==> config.mk <==
export PLATFORM = sky130hd
export DESIGN_NAME = bmg_sqrt_cell
export DESIGN_NICKNAME = d
export VERILOG_FILES = /design/src/design/bmg_pkg.sv /design/src/design/bmg_sqrt_cell.sv
export SDC_FILE = /design/constraint.sdc
export NUM_CORES = 1
export LEC_CHECK = 0
export BUFFER_PORTS_ARGS = -buffer_cell sky130_fd_sc_hd__buf_2
export CELL_PAD_IN_SITES_DETAIL_PLACEMENT = 0
export CELL_PAD_IN_SITES_GLOBAL_PLACEMENT = 2
export CORE_MARGIN = 3
export CORE_UTILIZATION = 34
export DETAILED_ROUTE_END_ITERATION = 8
export GPL_TIMING_DRIVEN = 0
export PLACE_DENSITY = 0.95
export REMOVE_ABC_BUFFERS = 1
export SLEW_MARGIN = 30
export SYNTH_ARGS = -nofsm -noshare
export SYNTH_HDL_FRONTEND = slang
export SYNTH_SLANG_ARGS = --single-unit
==> constraint.sdc <==
create_clock -name clk -period 7.9 [get_ports clk]
set_input_delay 1.58 -clock clk [delete_from_list [all_inputs] [get_ports clk]]
set_output_delay 1.58 -clock clk [all_outputs]
set_load 0.01 [all_outputs]
==> src/design/bmg_pkg.sv <==
// Shared types, constants and helpers of the Box-Muller Gaussian pair unit.
package bmg_pkg;

	localparam logic [63:0] LN2X2_Q62 = 64'h58B9_0BFB_E8E7_BCD6;
	localparam logic [63:0] PI_Q62    = 64'hC90F_DAA2_2168_C235;
	localparam logic [63:0] ONE_Q62   = 64'h4000_0000_0000_0000;
	localparam int LOG_STEPS  = 56;
	localparam int SQRT_STEPS = 61;
	localparam int TRIG_TERMS = 10;

	typedef struct packed {
		logic [5:0]  e;
		logic [63:0] f;
		logic [55:0] frac;
	} bmg_log_t;

	typedef struct packed {
		logic [127:0] rem;
		logic [60:0]  r;
	} bmg_sqrt_t;

	typedef struct packed {
		logic [2:0]  oct;
		logic [63:0] x2;
		logic [63:0] ts;
		logic [63:0] tc;
		logic [63:0] ss;
		logic [63:0] sc;
	} bmg_trig_t;

	// 32x32 partial products of a 64x64 product, packed {hh, hl, lh, ll}
	function automatic logic [255:0] mul_parts(input logic [63:0] a, input logic [63:0] b);
		logic [63:0] hh, hl, lh, ll;
		hh = 64'(a[63:32]) * 64'(b[63:32]);
		hl = 64'(a[63:32]) * 64'(b[31:0]);
		lh = 64'(a[31:0]) * 64'(b[63:32]);
		ll = 64'(a[31:0]) * 64'(b[31:0]);
		return {hh, hl, lh, ll};
	endfunction

	// full 128-bit product from the partial products
	function automatic logic [127:0] sum_parts(input logic [255:0] pp);
		return {64'b0, pp[63:0]} + {32'b0, pp[127:64], 32'b0} + {32'b0, pp[191:128], 32'b0}
			+ {pp[255:192], 64'b0};
	endfunction

endpackage

==> src/design/bmg_sqrt_cell.sv <==
// One result bit of the restoring square root.
module bmg_sqrt_cell import bmg_pkg::*; #(
	parameter int B = 0
) (
	input  logic      clk,
	input  logic      en,
	input  bmg_sqrt_t din,
	output bmg_sqrt_t dout
);
	logic [127:0] trial;
	bmg_sqrt_t    nxt;

	always_comb begin
		trial = ({67'b0, din.r} << (B + 1)) | (128'b1 << (2 * B));
		nxt   = din;
		if (din.rem >= trial) begin
			nxt.rem = din.rem - trial;
			nxt.r   = din.r | (61'b1 << B);
		end
	end

	always_ff @(posedge clk) begin
		if (en) begin
			dout <= nxt;
		end
	end
endmodule

==> summary.md, run 1 <==
| Metric | Value |
|---|---|
| Share of power burned in the clock network | 0.311 |
| Number of enable-type register cells in the synthesized netlist | 189 |
| Number of instances resized during post-cts repair | 0 |
| Maximum root-to-sink buffer count | 2 |
| Startpoint of the lowest-slack hold path | din[35] |
| Tot Pwr | 2.91 mW |
| Final Hold Viols | 0 |
| Number of vias in the routed layout | 12000 |
| Synthesized area | 12700 sq um |
| Post-synthesis sequential area ratio | 0.446 |
| Setup-failing EPs final | 0 |
| Clock buffers created by TritonCTS | 17 |
| Growth of design area from synthesis to finish | 24.1% |
| I/O pin count | between 300 and 400 |
| Synthesis Warnings | 0 |
| Starting density of the core | 0.347 |
| Cell type of the slowest stage on the worst timing path | sky130_fd_sc_hd__o21ai_2 |
| Mean area per synthesized cell | 9.36 sq um |
| Register with the highest flop count | dout |
| Number of global-route vias before repair | 11700 |
| Post-route fraction of the period consumed by the critical path | 0.709 |
| Largest net degree at the start of global routing | between 90 and 100 |
| Max H-tree Level | 4 |
| CTS tree | yes |
| Placed wire-length estimate | 38400 um |
| Leak Pwr | 6.38 nW |
| Critical path class | in2reg |
| Crit path arrival time | 5.79 ns |
| Total of max-cap violations | 0 |
| Root Buffer | sky130_fd_sc_hd__clkbuf_16 |
| Total Routing Usage GR | 0.232 |
| Critical Path RT | 8.09 ns |
| Clock slew at reported path FFs | 0.08 ns |
| CP peak stage delay | 0.69 ns |
| Peak clock frequency supported by timing | 178 MHz |
| Most used flip-flop cell after synthesis | sky130_fd_sc_hd__edfxtp_1 |
| Total net switching power | a little over 900 uW |
| Time the final worst path needs with I/O delays and setup | 5.60 ns |
| Hold crit path type | in2reg |
| Sinks on the clock net | between 150 and 200 |
| Post-Synthesis Cells | 1359 |
| Congestion Overflow GR | 0 |
| Number of antenna violations at the first check in global routing | 6 |
| Peak supply drop | 0.154 mV |
| Vias/cell | about 5.5 |
| Most used cell, CP | sky130_fd_sc_hd__a21oi_1 |
| Worst setup startpoint | din[12] |
| Remaining DRCs | 0 |
| Biggest fanout along the worst timing path | 59 |
| Standard cell core area | 36700 sq um |
| Crit-path cells | buf_2, inv_1, ha_1, a21oi_1, o211ai_1, a221oi_1, a21oi_1, o211a_1, o21ai_2, nand2_4, buf_16, and3_1, xor2_1 |
| Fraction of final layout cells with drive strength greater than 1 | 0.261 |
| Count of nets after finishing | 1960 |
| Worst-case headroom to the max-slew limit | 0.344 |
| Yosys reg bits | roughly 190 |
| Average routed wire per standard cell | 21.6 um |
| Unrepaired setup endpoints after global routing | no |
| Drt first pass iters | 7 |
| Number of flip-flops under the largest register name | ~190 |
| Floorplan die area | 39800 sq um |
| Proportion of power drawn by flip-flops and latches | 0.434 |
| Total wire length after detailed routing | about 47000 um |
| Cts hold-fix bufs | 0 |
| Die width | ~200 um |
| Post-synth ARST share | 0 |
| Tightest Pin Transition | just under 1 ns |
| # port buffers | 379 |
| Max-slew violation total from the final report | 0 |
| Power Dens Cells | 184 nW/um^2 |
| Worst Hold Margin | about 1.3 ns |
| Overall die height | 199 um |
| Postcts setup bufs | 0 |
| Relative contribution of combinational cells to total power | 0.255 |
| Global-route wire length before repair | about 70000 um |
| Number of nets still failing antenna checks after routing | 0 |
| Final RePlAce weighted congestion | 0.900 |
| Worst setup SP type | input pin |
| Internal power | roughly 2.0 mW |
| Crit path capture type | flip-flop |
| Registers with the most flip-flops | dout: 189 flops |
| Library cells used by synthesis | 64 |
| Number of design-rule violations left by the first detailed-router iteration | 947 |
| Switching fraction of total power | 0.315 |
| Outcome | finished clean |
| Standard-cell rows | 70 |
## routing by layer
metal	global-route usage	up-vias	wire, um
li1	-	5694	-
met1	0.333	5747	22000
met2	0.361	479	21200
met3	0.0452	51	3350
met4	0.0584	6	781
met5	0	-	30
## worst max-delay path, delay by kind of cell
family	cells	cell delay (ns)
xor+xnor	1	0.17
compound gates	6	2.40
fa+ha+maj	1	0.38
simple gates	2	0.73
buf+inv	3	0.51
## cell usage in the layout (no fill, tap or decap), types with 4 or more instances in the layout
| cell | count |
|---|---|
| sky130_fd_sc_hd__nor2_1 | 142 |
| sky130_fd_sc_hd__nand3b_1 | 4 |
| sky130_fd_sc_hd__o21a_1 | 9 |
| sky130_fd_sc_hd__nand2b_1 | 11 |
| sky130_fd_sc_hd__nand4_1 | 54 |
| sky130_fd_sc_hd__nor3_1 | 30 |
| sky130_fd_sc_hd__o21ai_0 | 69 |
| sky130_fd_sc_hd__or4_1 | 11 |
| sky130_fd_sc_hd__edfxtp_1 | 189 |
| sky130_fd_sc_hd__or3_1 | 21 |
| sky130_fd_sc_hd__and4_1 | 8 |
| sky130_fd_sc_hd__xnor2_1 | 79 |
| sky130_fd_sc_hd__clkbuf_16 | 17 |
| sky130_fd_sc_hd__or2_2 | 7 |
| sky130_fd_sc_hd__a21o_1 | 28 |
| sky130_fd_sc_hd__and3_1 | 4 |
| sky130_fd_sc_hd__nand3_1 | 28 |
| sky130_fd_sc_hd__inv_6 | 4 |
| sky130_fd_sc_hd__a211oi_1 | 9 |
| sky130_fd_sc_hd__o21bai_1 | 20 |
| sky130_fd_sc_hd__buf_2 | 380 |
| sky130_fd_sc_hd__o211ai_1 | 12 |
| sky130_fd_sc_hd__xor2_1 | 48 |
| sky130_fd_sc_hd__nor4_1 | 25 |
| sky130_fd_sc_hd__inv_1 | 87 |
| sky130_fd_sc_hd__clkinvlp_4 | 4 |
| sky130_fd_sc_hd__a21oi_1 | 145 |
| sky130_fd_sc_hd__nand2_1 | 119 |
| sky130_fd_sc_hd__o31ai_1 | 5 |
| sky130_fd_sc_hd__a221oi_1 | 6 |
| sky130_fd_sc_hd__ha_1 | 62 |
## layout make-up
cell class              count  area (sq um)
multi-input cells        1025          6570
clock buffers              18           429
inverters                  87           327
flip-flops and latches    189          5680
diodes                      3          7.51
fillers                  3664         20900
clock inverters            14           160
well taps                 468           586
repair buffers            386          2030
## worst paths after layout
path	to	slack [ns]	depth (start not counted)
max	dout[178]$_DFFE_PP_	2.30	13
min	dout[35]$_DFFE_PP_	1.30	1
## through the flow
stage          cell area (sq um)  setup WS (ns)  utilization  setup TNS (ns)  cells
4_1_cts                    15800           2.41        0.430               0   2187
3_3_place_gp               15000         -0.518        0.408          -14.06   2148
2_1_floorplan              12500           1.85            -               0   1301
5_1_grt                    15800           2.05        0.430               0   2190
3_5_place_dp               15200           1.97        0.414               0   2155
6_report                   15800           2.30        0.430               0   2190
## cells by family after synthesis
| kind of cell | count (synthesis) | synth area share |
|---|---|---|
| AO/OA/AOI/OAI | 340 | 0.163 |
| XOR/XNOR | 127 | 0.0875 |
| adder cells (fa/ha/maj) | 63 | 0.0626 |
| buffers and inverters | 145 | 0.0440 |
| flip-flops | 189 | 0.446 |
| multiplexers | 2 | 0.00177 |
| AND/OR/NAND/NOR | 493 | 0.195 |
## synth_stat cells, drive strengths merged, types with 4 or more instances
library cell / count / area share
a211oi: 11 / 0.0065
nor3: 30 / 0.012
o211ai: 12 / 0.0071
and2: 4 / 0.0020
inv: 87 / 0.026
nor4: 30 / 0.018
o21a: 9 / 0.0053
buf: 13 / 0.0050
a2111oi: 9 / 0.0074
nor2: 143 / 0.042
o21ai: 71 / 0.028
xnor2: 79 / 0.054
a221oi: 6 / 0.0041
a31oi: 4 / 0.0020
clkbuf: 45 / 0.013
o21bai: 20 / 0.012
nand2b: 12 / 0.0065
and3: 4 / 0.0020
nand3: 28 / 0.011
xor2: 48 / 0.033
and4: 8 / 0.0055
nand4: 55 / 0.028
or2: 8 / 0.0039
or3: 21 / 0.010
a21o: 28 / 0.017
or4: 12 / 0.0074
a21oi: 146 / 0.057
nand3b: 4 / 0.0024
ha: 62 / 0.061
o31ai: 5 / 0.0030
nand2: 120 / 0.035
edfxtp: 189 / 0.45
## power by group through the flow
stage	clock, mW	sequential (mW)	combinational [mW]
2_1_floorplan	0	1.35	0.339
3_3_place_gp	0	1.29	0.723
3_5_place_dp	0	1.29	0.735
4_1_cts	0.924	1.26	0.738
5_1_grt	0.960	1.27	0.811
6_report	0.905	1.26	0.741
Power figures use the tool's default switching activity.
==> inputs of run 2 (changes only) <==
--- a/config.mk
+++ b/config.mk
@@ -5,14 +5,15 @@
 export SDC_FILE = /design/constraint.sdc
 export NUM_CORES = 1
 export LEC_CHECK = 0
+export ABC_AREA = 1
 export BUFFER_PORTS_ARGS = -buffer_cell sky130_fd_sc_hd__buf_2
 export CELL_PAD_IN_SITES_DETAIL_PLACEMENT = 0
 export CELL_PAD_IN_SITES_GLOBAL_PLACEMENT = 2
 export CORE_MARGIN = 3
-export CORE_UTILIZATION = 34
+export CORE_UTILIZATION = 29
 export DETAILED_ROUTE_END_ITERATION = 8
 export GPL_TIMING_DRIVEN = 0
-export PLACE_DENSITY = 0.95
+export PLACE_DENSITY = 0.93
 export REMOVE_ABC_BUFFERS = 1
 export SLEW_MARGIN = 30
 export SYNTH_ARGS = -nofsm -noshare
==> constraint.sdc (replaced) <==
create_clock -name clk -period 5.65 [get_ports clk]
set_input_delay 1.13 -clock clk [delete_from_list [all_inputs] [get_ports clk]]
set_output_delay 1.13 -clock clk [all_outputs]
set_load 0.01 [all_outputs]
==> summary.md, run 2 <==
| Metric | Value |
|---|---|
| Outcome | finished clean |
| Leak Pwr | slightly below 10 nW |
| Number of cells in the design after placement | ~3600 |
| Post-synth top area share | 0.350 |
| Max-slew violation total from the final report | 0 |
| Most used flip-flop cell after synthesis | sky130_fd_sc_hd__edfxtp_1 |
| Crit path arrival time | 5.27 ns |
| CP peak stage delay | 0.65 ns |
| Fraction of final layout cells with drive strength greater than 1 | 0.154 |
| Registers with the most flip-flops | dout: 189 flops |
| Number of design-rule violations left by the first detailed-router iteration | 1379 |
| Congestion Overflow GR | 0 |
| Clock buffers created by TritonCTS | 17 |
| Share of synthesized area spent on multiplexers | 0 |
| Power Dens Cells | 224 nW/um^2 |
| Setup-failing EPs final | 0 |
| Utilization after layout | 0.359 |
| Cell type of the slowest stage on the worst timing path | sky130_fd_sc_hd__nand3_4 |
| Overall die height | 242 um |
| Biggest fanout along the worst timing path | 85 |
| Post-Synthesis Cells | 2544 |
| Number of flip-flops under the largest register name | ~190 |
| Remaining DRCs | 0 |
| Cell types with the largest area share after synthesis | sky130_fd_sc_hd__edfxtp_1, sky130_fd_sc_hd__nand2_1, sky130_fd_sc_hd__inv_1 |
| Worst Slack Setup Final | 0.554 ns |
| Number of instances resized during post-cts repair | 0 |
| Post-synthesis sequential area ratio | 0.350 |
| Crit-path cells | buf_2, inv_1, fa_1, nand3_1, nand3_1, nand2_1, nand2_1, nand2_1, nand3_2, nand2_1, nand2_1, nand2_1, nand3_4, inv_8, buf_16, o21ai_0 |
| Critical Path RT | 5.83 ns |
| Time the final worst path needs with I/O delays and setup | 5.10 ns |
| I/O pin count | 380 |
| Total Routing Usage GR | 0.267 |
| Starting density of the core | 0.297 |
| CTS tree | yes |
| Synthesized area | 16200 sq um |
| Most used cell, CP | sky130_fd_sc_hd__nand2_1 |
| Total wire length after detailed routing | 79900 um |
| Biggest area consumer among synthesized cells | sky130_fd_sc_hd__edfxtp_1 |
| Multi-input logic area | 8470 sq um |
| Unrepaired setup endpoints after global routing | no |
| Fill cell total of the finished layout | 6122 |
| Most repeated cell in the gate-level netlist after synthesis | sky130_fd_sc_hd__nand2_1 |
| Tightest Pin Transition | slightly above 0.8 ns |
| Mean area per synthesized cell | 6.37 sq um |
| Placed wire-length estimate | 69700 um |
| Number of vias in the routed layout | 17500 |
| Worst setup SP type | input pin |
| Root Buffer | sky130_fd_sc_hd__clkbuf_16 |
| Tot Pwr | around 4.4 mW |
| Final Hold Viols | 0 |
| Cts hold-fix bufs | 0 |
| Total of max-cap violations | 0 |
| Drt first pass iters | 5 |
| Growth of design area from synthesis to finish | 21.0% |
| Average routed wire per standard cell | 21.7 um |
| Post-synth ARST share | 0 |
| Maximum root-to-sink buffer count | 2 |
| Most frequent cells in the layout | sky130_fd_sc_hd__nand2_1, sky130_fd_sc_hd__inv_1, sky130_fd_sc_hd__buf_2, sky130_fd_sc_hd__nor2_1, sky130_fd_sc_hd__edfxtp_1 |
| Library cells used by synthesis | 31 |
| Register with the highest flop count | dout |
| Worst slack, placed | 0.0600 ns |
| Post-synthesis compound-gate area fraction | 0.0710 |
| Synthesized-area fraction occupied by adder cells | 0.0491 |
| Die width | between 200 and 250 um |
| Global-route wire length before repair | 113000 um |
| Synthesized-area fraction occupied by and/or/nand/nor cells | 0.379 |
| Synthesis Warnings | 0 |
| Main combinational cell family by area after synthesis | simple AND/OR/NAND/NOR gates |
| Register Area | between 5000 and 6000 sq um |
| Most instantiated cells after synthesis | sky130_fd_sc_hd__nand2_1, sky130_fd_sc_hd__inv_1, sky130_fd_sc_hd__nor2_1 |
| Peak clock frequency supported by timing | 196 MHz |
| Total placed instance area | 19000 sq um |
| Final RePlAce weighted congestion | 0.933 |
| Crit path capture type | flip-flop |
| Area share of xor/xnor cells in the synthesized design | 0.0238 |
| Count of nets after finishing | roughly 3200 |
| Number of global-route vias before repair | roughly 17000 |
| Peak supply drop | 0.245 mV |
| Clock slew at reported path FFs | 0.08 ns |
| Yosys reg bits | roughly 190 |
| Worst-case headroom to the max-slew limit | 0.447 |
| Postcts setup bufs | 0 |
| Most common cell after layout, fill and taps aside | sky130_fd_sc_hd__nand2_1 |
| Post-route fraction of the period consumed by the critical path | 0.902 |
| Number of nets still failing antenna checks after routing | 0 |
| Hold crit path type | in2reg |
| Layout Cells excl Fill | 3680 |
| Largest net degree at the start of global routing | 93 |
| Vias/cell | approximately 4.7 |
| Sinks on the clock net | between 150 and 200 |
| Max H-tree Level | 4 |
| Number of enable-type register cells in the synthesized netlist | 189 |
| Floorplan die area | a little under 60000 sq um |
| Standard-cell rows | 85 |
| # port buffers | 379 |
| Critical path class | in2reg |
| Standard cell core area | 54600 sq um |
| Post-Layout Inst Area | 19600 sq um |
| Number of antenna violations at the first check in global routing | 4 |
-- run 2: cell type report --
class | count | area share
diodes | 2 | 0.000255
multi-input cells | 1828 | 0.432
clock inverters | 13 | 0.00945
inverters | 508 | 0.0977
clock buffers | 19 | 0.0221
well taps | 739 | 0.0472
repair buffers | 382 | 0.102
flip-flops and latches | 189 | 0.290
-- run 2: report_power, final --
part / total (mW) / internal (mW) / switching, mW
Sequential: 1.76 / 1.73 / 0.0377
Combinational: 1.30 / 0.403 / 0.898
Clock: 1.33 / 0.742 / 0.585
-- run 2: cells by family (layout without fill, tap and decap cells) --
family                   count (synthesis)  in the layout
AO/OA/AOI/OAI                          201            201
other                                    0              2
buffers and inverters                  527            922
adder cells (fa/ha/maj)                 63             63
XOR/XNOR                                44             44
flip-flops                             189            189
AND/OR/NAND/NOR                       1520           1520
-- run 2: worst paths after layout --
check,start,to,slack [ns],depth (start not counted)
setup / recovery,din[0],dout[87]$_DFFE_PP_,0.55,16
hold / removal,din[12],dout[12]$_DFFE_PP_,0.82,1
-- run 2: routing by layer --
metal / share of wire / wire (um) / track usage
met1: 0.46 / 37000 / 0.364
met2: 0.44 / 35100 / 0.421
met3: 0.062 / 4950 / 0.0497
met4: 0.035 / 2790 / 0.0981
met5: 0.00014 / 11 / 0
-- run 2: per-stage QoR --
step,hold WS (ns),setup TNS [ns]
finish,0.824,0
detailed placement,1.32,0
CTS,0.781,0
floorplan,1.23,0
global placement,1.32,-143.02
global route,0.789,0
-- run 2: critical path: cells and delay by family --
family | cells | cell delay (ns)
adders and majority gates | 1 | 0.49
and+or+nand+nor | 10 | 2.13
AOI/OAI and AO/OA | 1 | 0.26
buffers and inverters | 4 | 1.17
==> inputs of run 3 (changes only) <==
--- a/config.mk
+++ b/config.mk
@@ -11,9 +11,11 @@
 export CELL_PAD_IN_SITES_GLOBAL_PLACEMENT = 2
 export CORE_MARGIN = 3
 export CORE_UTILIZATION = 29
+export CTS_BUF_LIST = sky130_fd_sc_hd__clkbuf_8 sky130_fd_sc_hd__clkbuf_16
 export DETAILED_ROUTE_END_ITERATION = 8
 export GPL_TIMING_DRIVEN = 0
 export PLACE_DENSITY = 0.93
+export RECOVER_POWER = 100
 export REMOVE_ABC_BUFFERS = 1
 export SLEW_MARGIN = 30
 export SYNTH_ARGS = -nofsm -noshare
==> summary.md, run 3 (synthesis results as in run 2) <==
| Metric | Value |
|---|---|
| Worst Hold Margin | roughly 0.82 ns |
| Fill cell total of the finished layout | 6251 |
| Congestion Overflow GR | 0 |
| Number of antenna violations at the first check in global routing | 4 |
| Die width | 242 um |
| Overall die height | 242 um |
| Number of instances resized during post-cts repair | 0 |
| Time the final worst path needs with I/O delays and setup | 5.16 ns |
| Number of global-route vias before repair | 16800 |
| Largest net degree at the start of global routing | 93 |
| Postcts setup bufs | 0 |
| Total negative slack | 0 ns |
| Unrepaired setup endpoints after global routing | no |
| Number of cells in the design after placement | 3646 |
| Met2 demand-to-capacity share in global routing | 0.421 |
| Biggest fanout along the worst timing path | 85 |
| Failing checks | max-capacitance violations, max-slew violations |
| Post-Layout Inst Area | ~19000 sq um |
| Total Routing Usage GR | 0.267 |
| Most frequent cells in the layout | sky130_fd_sc_hd__nand2_1, sky130_fd_sc_hd__inv_1, sky130_fd_sc_hd__nor2_1, sky130_fd_sc_hd__clkbuf_1, sky130_fd_sc_hd__edfxtp_1 |
| Setup-failing EPs final | 0 |
| Register Area | 5680 sq um |
| Vias/cell | 4.73 |
| Routing usage on met3 | 0.0497 |
| Registers with the most flip-flops | dout: 189 flops |
| Standard cell core area | 54600 sq um |
| Drt first pass iters | 7 |
| Power Dens Cells | 227 nW/um^2 |
| Critical path class | in2reg |
| Starting density of the core | 0.297 |
| Average routed wire per standard cell | approximately 22 um |
| Outcome | finished, violations left |
| Growth of design area from synthesis to finish | 18.2% |
| Tightest Pin Transition | 2.32 ns |
| # port buffers | 379 |
| Multi-input logic area | about 8400 sq um |
| Max-slew violation total from the final report | around 180 |
| Final Hold Viols | 0 |
| Number of design-rule violations left by the first detailed-router iteration | 1368 |
| Global-route wire length before repair | about 110000 um |
| Remaining DRCs | 0 |
| Total of max-cap violations | 2 |
| Post-route fraction of the period consumed by the critical path | 0.913 |
| Worst setup SP type | input pin |
| Peak clock frequency supported by timing | between 150 and 200 MHz |
| Total wire length after detailed routing | 80000 um |
| Critical Path RT | 5.90 ns |
| Clock buffers created by TritonCTS | 17 |
| Standard-cell rows | 85 |
| Worst-case headroom to the max-slew limit | -0.545 |
| Root Buffer | sky130_fd_sc_hd__clkbuf_16 |
| Most common cell after layout, fill and taps aside | sky130_fd_sc_hd__nand2_1 |
| Max H-tree Level | 4 |
| Register with the highest flop count | dout |
| Clock slew at reported path FFs | 0.08 ns |
| Maximum root-to-sink buffer count | 2 |
| Placed wire-length estimate | 69700 um |
| CTS tree | yes |
| Number of nets still failing antenna checks after routing | 0 |
| Number of flip-flops under the largest register name | 189 |
| Cts hold-fix bufs | 0 |
| Total placed instance area | about 19000 sq um |
| Leak Pwr | 9.00 nW |
| Number of vias in the routed layout | around 17000 |
| GR Layer Usage met1 | 0.364 |
| Peak supply drop | 0.245 mV |
| Busiest layer in global routing | met2 |
| Sinks on the clock net | 189 |
| Floorplan die area | 58700 sq um |
| Crit path arrival time | ~5.4 ns |
| Crit path capture type | flip-flop |
| Final RePlAce weighted congestion | 0.933 |
| Count of nets after finishing | between 3000 and 4000 |
| Layout Cells excl Fill | about 3700 |
| I/O pin count | 380 |
| Hold crit path type | in2reg |
| Fraction of final layout cells with drive strength greater than 1 | 0.0670 |
[run 3: cell types whose count changed in the layout (fill, tap and decap cells not counted), sizes merged]
cell	delta
buf	-228
clkbuf	+226
inv	+2
diode	+1
[run 3: report_power, final]
part / internal, mW / switching [mW]
Combinational: 0.351 / 0.895
Sequential: 1.73 / 0.0432
Clock: 0.739 / 0.587
Total: 2.82 / 1.53
[run 3: worst max-delay path, stage by stage]
cell and delay [ns]:
sky130_fd_sc_hd__buf_2 0.12, sky130_fd_sc_hd__ha_1 0.43, sky130_fd_sc_hd__nand2_1 0.21, sky130_fd_sc_hd__nor2_1 0.38, sky130_fd_sc_hd__nand2_1 0.12, sky130_fd_sc_hd__nor2_1 0.63
sky130_fd_sc_hd__nand2_1 0.19, sky130_fd_sc_hd__nor3_2 0.27, sky130_fd_sc_hd__nor3_1 0.15, sky130_fd_sc_hd__nand3_4 0.61, sky130_fd_sc_hd__inv_8 0.28, sky130_fd_sc_hd__buf_16 0.32
sky130_fd_sc_hd__a21oi_1 0.42
[run 3: worst paths after layout]
kind,start,endpoint,cells past startpoint
hold / removal,din[12],dout[12]$_DFFE_PP_,1
setup / recovery,din[122],dout[162]$_DFFE_PP_,13
[run 3: metrics by stage]
stage	worst slack, ns	power [mW]	utilization
3_5_place_dp	0.0600	3.09	0.348
2_1_floorplan	0.956	2.46	-
6_report	0.493	4.35	0.351
3_3_place_gp	-1.85	3.09	0.346
4_1_cts	0.595	4.43	0.359
5_1_grt	0.259	4.56	0.351
[run 3: cell type report]
class / instances / share of cell area
clock inverters: 15 / 0.0101
repair buffers: 382 / 0.0863
well taps: 739 / 0.0483
inverters: 508 / 0.100
clock buffers: 17 / 0.0222
diodes: 3 / 0.000392
multi-input cells: 1828 / 0.436
flip-flops and latches: 189 / 0.296
[run 3: metal layers]
metal | share of wire | vias to the layer above | wire, um
met5 | 0.00016 | - | 13
met4 | 0.037 | 2 | 2950
met3 | 0.063 | 92 | 5010
met2 | 0.44 | 543 | 34900
met1 | 0.46 | 8096 | 37100
li1 | - | 8681 | -
